$ cat config.mk
export PLATFORM = sky130hd
export DESIGN_NAME = fcpa_ctrl
export DESIGN_NICKNAME = d
export VERILOG_FILES = /design/src/design/assert_macros.svh /design/src/design/fcpa_pkg.sv /design/src/design/fcpa_ctrl.sv
export SDC_FILE = /design/constraint.sdc
export NUM_CORES = 1
export LEC_CHECK = 0
export BUFFER_PORTS_ARGS = -buffer_cell sky130_fd_sc_hd__buf_2
export CORE_AREA = 2 2 39 41
export CTS_BUF_LIST = sky130_fd_sc_hd__clkbuf_4 sky130_fd_sc_hd__clkbuf_8
export DETAILED_ROUTE_END_ITERATION = 10
export DIE_AREA = 0 0 41 43
export GPL_TIMING_DRIVEN = 0
export PLACE_DENSITY = 0.35
export SYNTH_ARGS = -nofsm -noshare
export SYNTH_HDL_FRONTEND = slang
export SYNTH_SLANG_ARGS = --single-unit
$ cat constraint.sdc
create_clock -name aclk -period 1.43 [get_ports aclk]
set_clock_uncertainty 0.05 [all_clocks]
set_input_delay 0.0715 -clock aclk [delete_from_list [all_inputs] [get_ports aclk]]
set_output_delay 0.0715 -clock aclk [all_outputs]
set_load 0.1 [all_outputs]
$ cat src/design/assert_macros.svh
// Assertion helpers included by the top-level allocator
`ifndef ASSERT_MACROS_SVH
`define ASSERT_MACROS_SVH
`ifndef NO_ASSERTIONS
`define ASSERT_SAME(label, clk, rst_n, ante, cons, msg) \
    label: assert property (@(posedge clk) disable iff (!(rst_n)) (ante) |-> (cons)) \
        else $error(msg);
`define ASSERT_NEXT(label, clk, rst_n, ante, cons, msg) \
    label: assert property (@(posedge clk) disable iff (!(rst_n)) (ante) |=> (cons)) \
        else $error(msg);
`define ASSERT_LATER2(label, clk, rst_n, ante, cons, msg) \
    label: assert property (@(posedge clk) disable iff (!(rst_n)) (ante) |-> ##2 (cons)) \
        else $error(msg);
`else
`define ASSERT_SAME(label, clk, rst_n, ante, cons, msg)
`define ASSERT_NEXT(label, clk, rst_n, ante, cons, msg)
`define ASSERT_LATER2(label, clk, rst_n, ante, cons, msg)
`endif
`endif

$ cat src/design/fcpa_pkg.sv
package fcpa_pkg;

    localparam int HANDLE_W     = 10;
    localparam int LIMIT_W      = 11;
    localparam int COUNT_W      = 11;
    localparam int SIZE_W       = 16;
    localparam int CPB_W        = 9;
    localparam int CFG_DATA_W   = 16;
    localparam int CFG_INDEX_W  = 2;
    localparam int S_TDATA_W    = 32;
    localparam int M_TDATA_W    = 16;

    localparam logic [LIMIT_W-1:0] HANDLE_SPACE = 11'd1024;
    localparam logic [COUNT_W-1:0] COUNT_MAX    = 11'd2047;

    localparam logic [SIZE_W-1:0] CHUNK_SIZE_RESET = 16'd64;
    localparam logic [CPB_W-1:0]  CPB_RESET        = 9'd256;

    localparam logic [CFG_INDEX_W-1:0] CFG_CHUNK_SIZE  = 2'd0;
    localparam logic [CFG_INDEX_W-1:0] CFG_CHUNKS_PER  = 2'd1;
    localparam logic [CFG_INDEX_W-1:0] CFG_AUTO_RESIZE = 2'd2;

    typedef enum logic {
        CMD_ALLOC = 1'b0,
        CMD_FREE  = 1'b1
    } cmd_code_t;

    typedef enum logic [1:0] {
        STATUS_OK        = 2'd0,
        STATUS_TOO_LARGE = 2'd1,
        STATUS_NO_MEMORY = 2'd2,
        STATUS_BAD_FREE  = 2'd3
    } status_t;

    typedef struct packed {
        logic capture;
        logic execute;
    } fcpa_cmd_t;

endpackage

$ cat src/design/fcpa_ctrl.sv
module fcpa_ctrl (
    input  logic               aclk,
    input  logic               aresetn,
    input  logic               s_tvalid,
    output logic               s_tready,
    output logic               m_tvalid,
    input  logic               m_tready,
    output fcpa_pkg::fcpa_cmd_t cmd
);
    import fcpa_pkg::*;

    typedef enum logic [1:0] {
        ST_IDLE = 2'b01,
        ST_EXEC = 2'b10
    } state_t;

    state_t state_reg, state_next;
    logic   m_tvalid_reg, m_tvalid_next;
    logic   accept;

    assign s_tready = (state_reg == ST_IDLE) && (!m_tvalid_reg || m_tready);
    assign accept   = s_tvalid && s_tready;
    assign m_tvalid = m_tvalid_reg;

    assign cmd.capture = accept;
    assign cmd.execute = (state_reg == ST_EXEC);

    always_comb begin
        state_next = state_reg;
        case (state_reg)
            ST_IDLE: begin
                if (accept) begin
                    state_next = ST_EXEC;
                end
            end
            ST_EXEC: begin
                state_next = ST_IDLE;
            end
            default: begin
                state_next = ST_IDLE;
            end
        endcase
    end

    always_comb begin
        m_tvalid_next = m_tvalid_reg;
        if (state_reg == ST_EXEC) begin
            m_tvalid_next = 1'b1;
        end else if (m_tready) begin
            m_tvalid_next = 1'b0;
        end
    end

    always_ff @(posedge aclk) begin
        if (!aresetn) begin
            state_reg    <= ST_IDLE;
            m_tvalid_reg <= 1'b0;
        end else begin
            state_reg    <= state_next;
            m_tvalid_reg <= m_tvalid_next;
        end
    end

endmodule

# After elaboration in Yosys (flattened, before gate mapping)
# Cells that the tools add are included.
# W data, S select, Z words.
# word_totals
in_bits	4
reg_bits	3
out_inout_bits	4
# op_classes
reduce_logical	6
mux	2
eq_ne	2
# ops
cell	count
$eq A2 B1 Y1 const B	1
$eq A2 B2 Y1 const B	1
$logic_and A1 B1 Y1	2
$mux W1	2
$reduce_and A2 Y1	1
$reduce_bool A2 Y1	1
$logic_not A1 Y1	1
$logic_or A1 B1 Y1	1

# Depth between registers and ports, before layout
# depth
word_depth	4
ltp_mapped	3
depth_no_buf	2

# Worst setup path after synthesis
# OpenSTA, ideal clock, no wires.
# synth_path
kind	flip-flop to output port
startpoint	reg m_tvalid_reg (netlist: m_tvalid)
endpoint	out s_tready
arrival_time_ns	3.114
stages_incl_launch_ff	3
required_time_ns	1.309
setup_slack_ns	-1.805
cell_sequence	dfxtp_1 > nor2b_4 > nor3b_1
# synth_via
elab_chain_len	3
# synth_lines
item	line	source
start: declaration	fcpa_ctrl.sv:18	logic m_tvalid_reg, m_tvalid_next;
start signal: assignment	fcpa_ctrl.sv:60	m_tvalid_reg <= m_tvalid_next;
$logic_not A1 Y1	fcpa_ctrl.sv:21	assign s_tready = (state_reg == ST_IDLE) && (!m_tvalid_reg || m_tready);
$logic_or A1 B1 Y1	fcpa_ctrl.sv:21	
$logic_and A1 B1 Y1	fcpa_ctrl.sv:21	
end: declaration	fcpa_ctrl.sv:5	output logic s_tready,
# Every way passes these cells.

# Final worst setup path
# layout_path
startpoint	reg m_tvalid_reg (netlist: m_tvalid)
endpoint	reg state_reg[0]
# layout_via
elab_chain_len	4
# layout_lines
item	line	source
$logic_not A1 Y1	fcpa_ctrl.sv:21	
$logic_or A1 B1 Y1	fcpa_ctrl.sv:21	
$logic_and A1 B1 Y1	fcpa_ctrl.sv:21	
$logic_and A1 B1 Y1	fcpa_ctrl.sv:22	assign accept = s_tvalid && s_tready;
end signal: assignment	fcpa_ctrl.sv:59	state_reg <= state_next;
end: declaration	fcpa_ctrl.sv:17	state_t state_reg, state_next;
# Every way passes these cells.
# A chain may end at the register's enable or synchronous reset.

==> out/metrics.cfg <==
[synth]
synth-compound-area-share=0.05042
ys_seq_area_frac=0.4034
synth-simple-area-share=0.4454
synth_area_per_cell_um2=11.45
synth_top_family_by_area=simple AND/OR/NAND/NOR gates
yosysWarnings=0
syn_area_um2=148.9
synth_cells=13
synthXorXnorAreaFrac=0
synthAdderAreaFrac=0
ys_seq_elements=3
syn_nets=17
yosys.cell_types.count=10
muxShareOfSynthArea=0

[hold_path]
hold_path.class=input pin to flop
worstHoldPathCells=2

[flow_run]
drv_cap=0

[worst_setup_path]
cp_common_cell=buf_4
rrSetupSlack_ps=50
r2r_cells=4
cp_num_buf_inv=2
cpLargestDelayFamily=simple AND/OR/NAND/NOR gates
cp-end-kind=flop
critPathSlowestCell=or4b_4
worstSetupPathType=flop to flop
crit_chain=nor2b_4, buf_4, buf_4, or4b_4
arrival_ps=1440
critPathRequiredTime_ps=1490
critPathCapture=state_reg[0]
timing.rr.end=state_reg[0]
cp-startpoint=m_tvalid
max_stage_delay_ps=490
startpoint_type=flop
worst-path-max-fanout=3
cp.depth=4
r2r-start=m_tvalid

[placement]
dp_cells=36
io_buffers=7
dp_slack_ps=75.86
gp_congestion=0.5407

[global_route]
grt_overflow=0
grt_use_total=0.04910
grt_pass1_vias=130
grt_pass1_wl_um=545
grt_start_max_net_pins=6
antenna_found_initial=0

[floorplan]
dieArea_mm2=0.001763
die_h_um=43
rows=14
die_w_um=41
fp.coreArea_mm2=0.001384
start_util=0.1076
io_pins=8

[finish]
syn2layout_area_growth_pct=97.48
diodes=0
final_cell_mix=buf_4, clkbuf_4, buf_2
fillers=149
fin_cells=42
drive_gt1_frac=0.8077
largest_reg_flops=2
fin_nets=31

[pwr]
p_total_mw=0.3595
power_density_mw_per_mm2=1223
max-vdd-ir-drop_v=0.0004861
power_leakage_nw=0.1291

[clocking]
tritoncts=done
cts_hold_buf=0
cts_buffer_depth=2
cts-buffers-inserted=3
insertion_delay_ps=240
cts_max_level=1
clock-root-buffer=clkbuf_4
clkTransAtPathRegs_ps=40
clock-sinks=3

[status]
status=finished clean

[drt]
postRouteWirelength_um=360
drt-vias-per-instance=3.452
drt_iter0_drc=1
num_vias=145
wl_per_cell_um=8.571
drcViolationCount=0
antenna_left=0
dr.pass1.iters=2

[timing]
drv_slew=0
setup_slack_ps=51.57
hold_viol=0
grt_setup_unrepaired=false
relSlewSlack=0.6789
final.period_utilization=0.9639
setup_viol=0
layout_min_cycle_time_ps=1378
worstMarginPinSlew_ps=485.0
fmax_mhz=725.5

## cell usage after synthesis, drive strengths merged
cell type,instances,share of area
or4b,1,0.092
dfxtp,3,0.40
and4bb,1,0.084
nand2,1,0.025
buf,2,0.10
o21a,1,0.050
nor3b,1,0.050
nor4b,1,0.059
nor2b,2,0.13
## stage by stage
stage	setup TNS (ps)	cell area (um^2)	utilization	hold slack, ps
after floorplan	-149.8	163.9	-	138.4
after global placement	0	219.0	0.1582	259.0
after detailed placement	0	219.0	0.1582	263.1
after CTS	0	272.8	0.1971	21.83
after global routing	0	294.0	0.2125	27.81
final	0	294.0	0.2125	25.03
## how the worst min path moves through the flow
| stage | from | slack (ps) | end |
|---|---|---|---|
| final | aresetn | 30 | m_tvalid |
| after global routing | aresetn | 30 | m_tvalid |
| after CTS | aresetn | 20 | m_tvalid |
| after detailed placement | aresetn | 260 | m_tvalid |
| after global placement | aresetn | 260 | m_tvalid |
| after floorplan | aresetn | 140 | m_tvalid |
## area by class of cell
| class | count | area, um^2 | area share |
|---|---|---|---|
| multi-input cells | 8 | 87.58 | 0.2979 |
| well taps | 16 | 20.02 | 0.06809 |
| plain buffers | 2 | 18.77 | 0.06383 |
| repair buffers | 9 | 73.82 | 0.2511 |
| clock buffers | 4 | 30.03 | 0.1021 |
| flip-flops and latches | 3 | 63.81 | 0.2170 |
## kinds of logic (layout without fill, tap and decap cells)
group | Yosys count | in the layout
DFF | 3 | 3
and+or+nand+nor | 7 | 7
AOI/OAI and AO/OA | 1 | 1
buffers and inverters | 2 | 15
## power by group
part	switching, mW	internal, mW
registers	0.00548	0.0868
logic	0.0615	0.0362
clock network	0.0460	0.124
total	0.113	0.247
## timing repair
action                     4_1_cts  5_1_grt
buffers inserted                 0        2
pin swaps                        1        0
setup endpoints to repair        3        2
resized for setup                7        2
## layer usage
metal  GRT usage  part of all wire
met5           0                 0
met4           0                 0
met2     0.05313              0.35
met1     0.06390              0.46
met3     0.06283              0.19
Note: power is estimated with default switching activity, not from simulation.
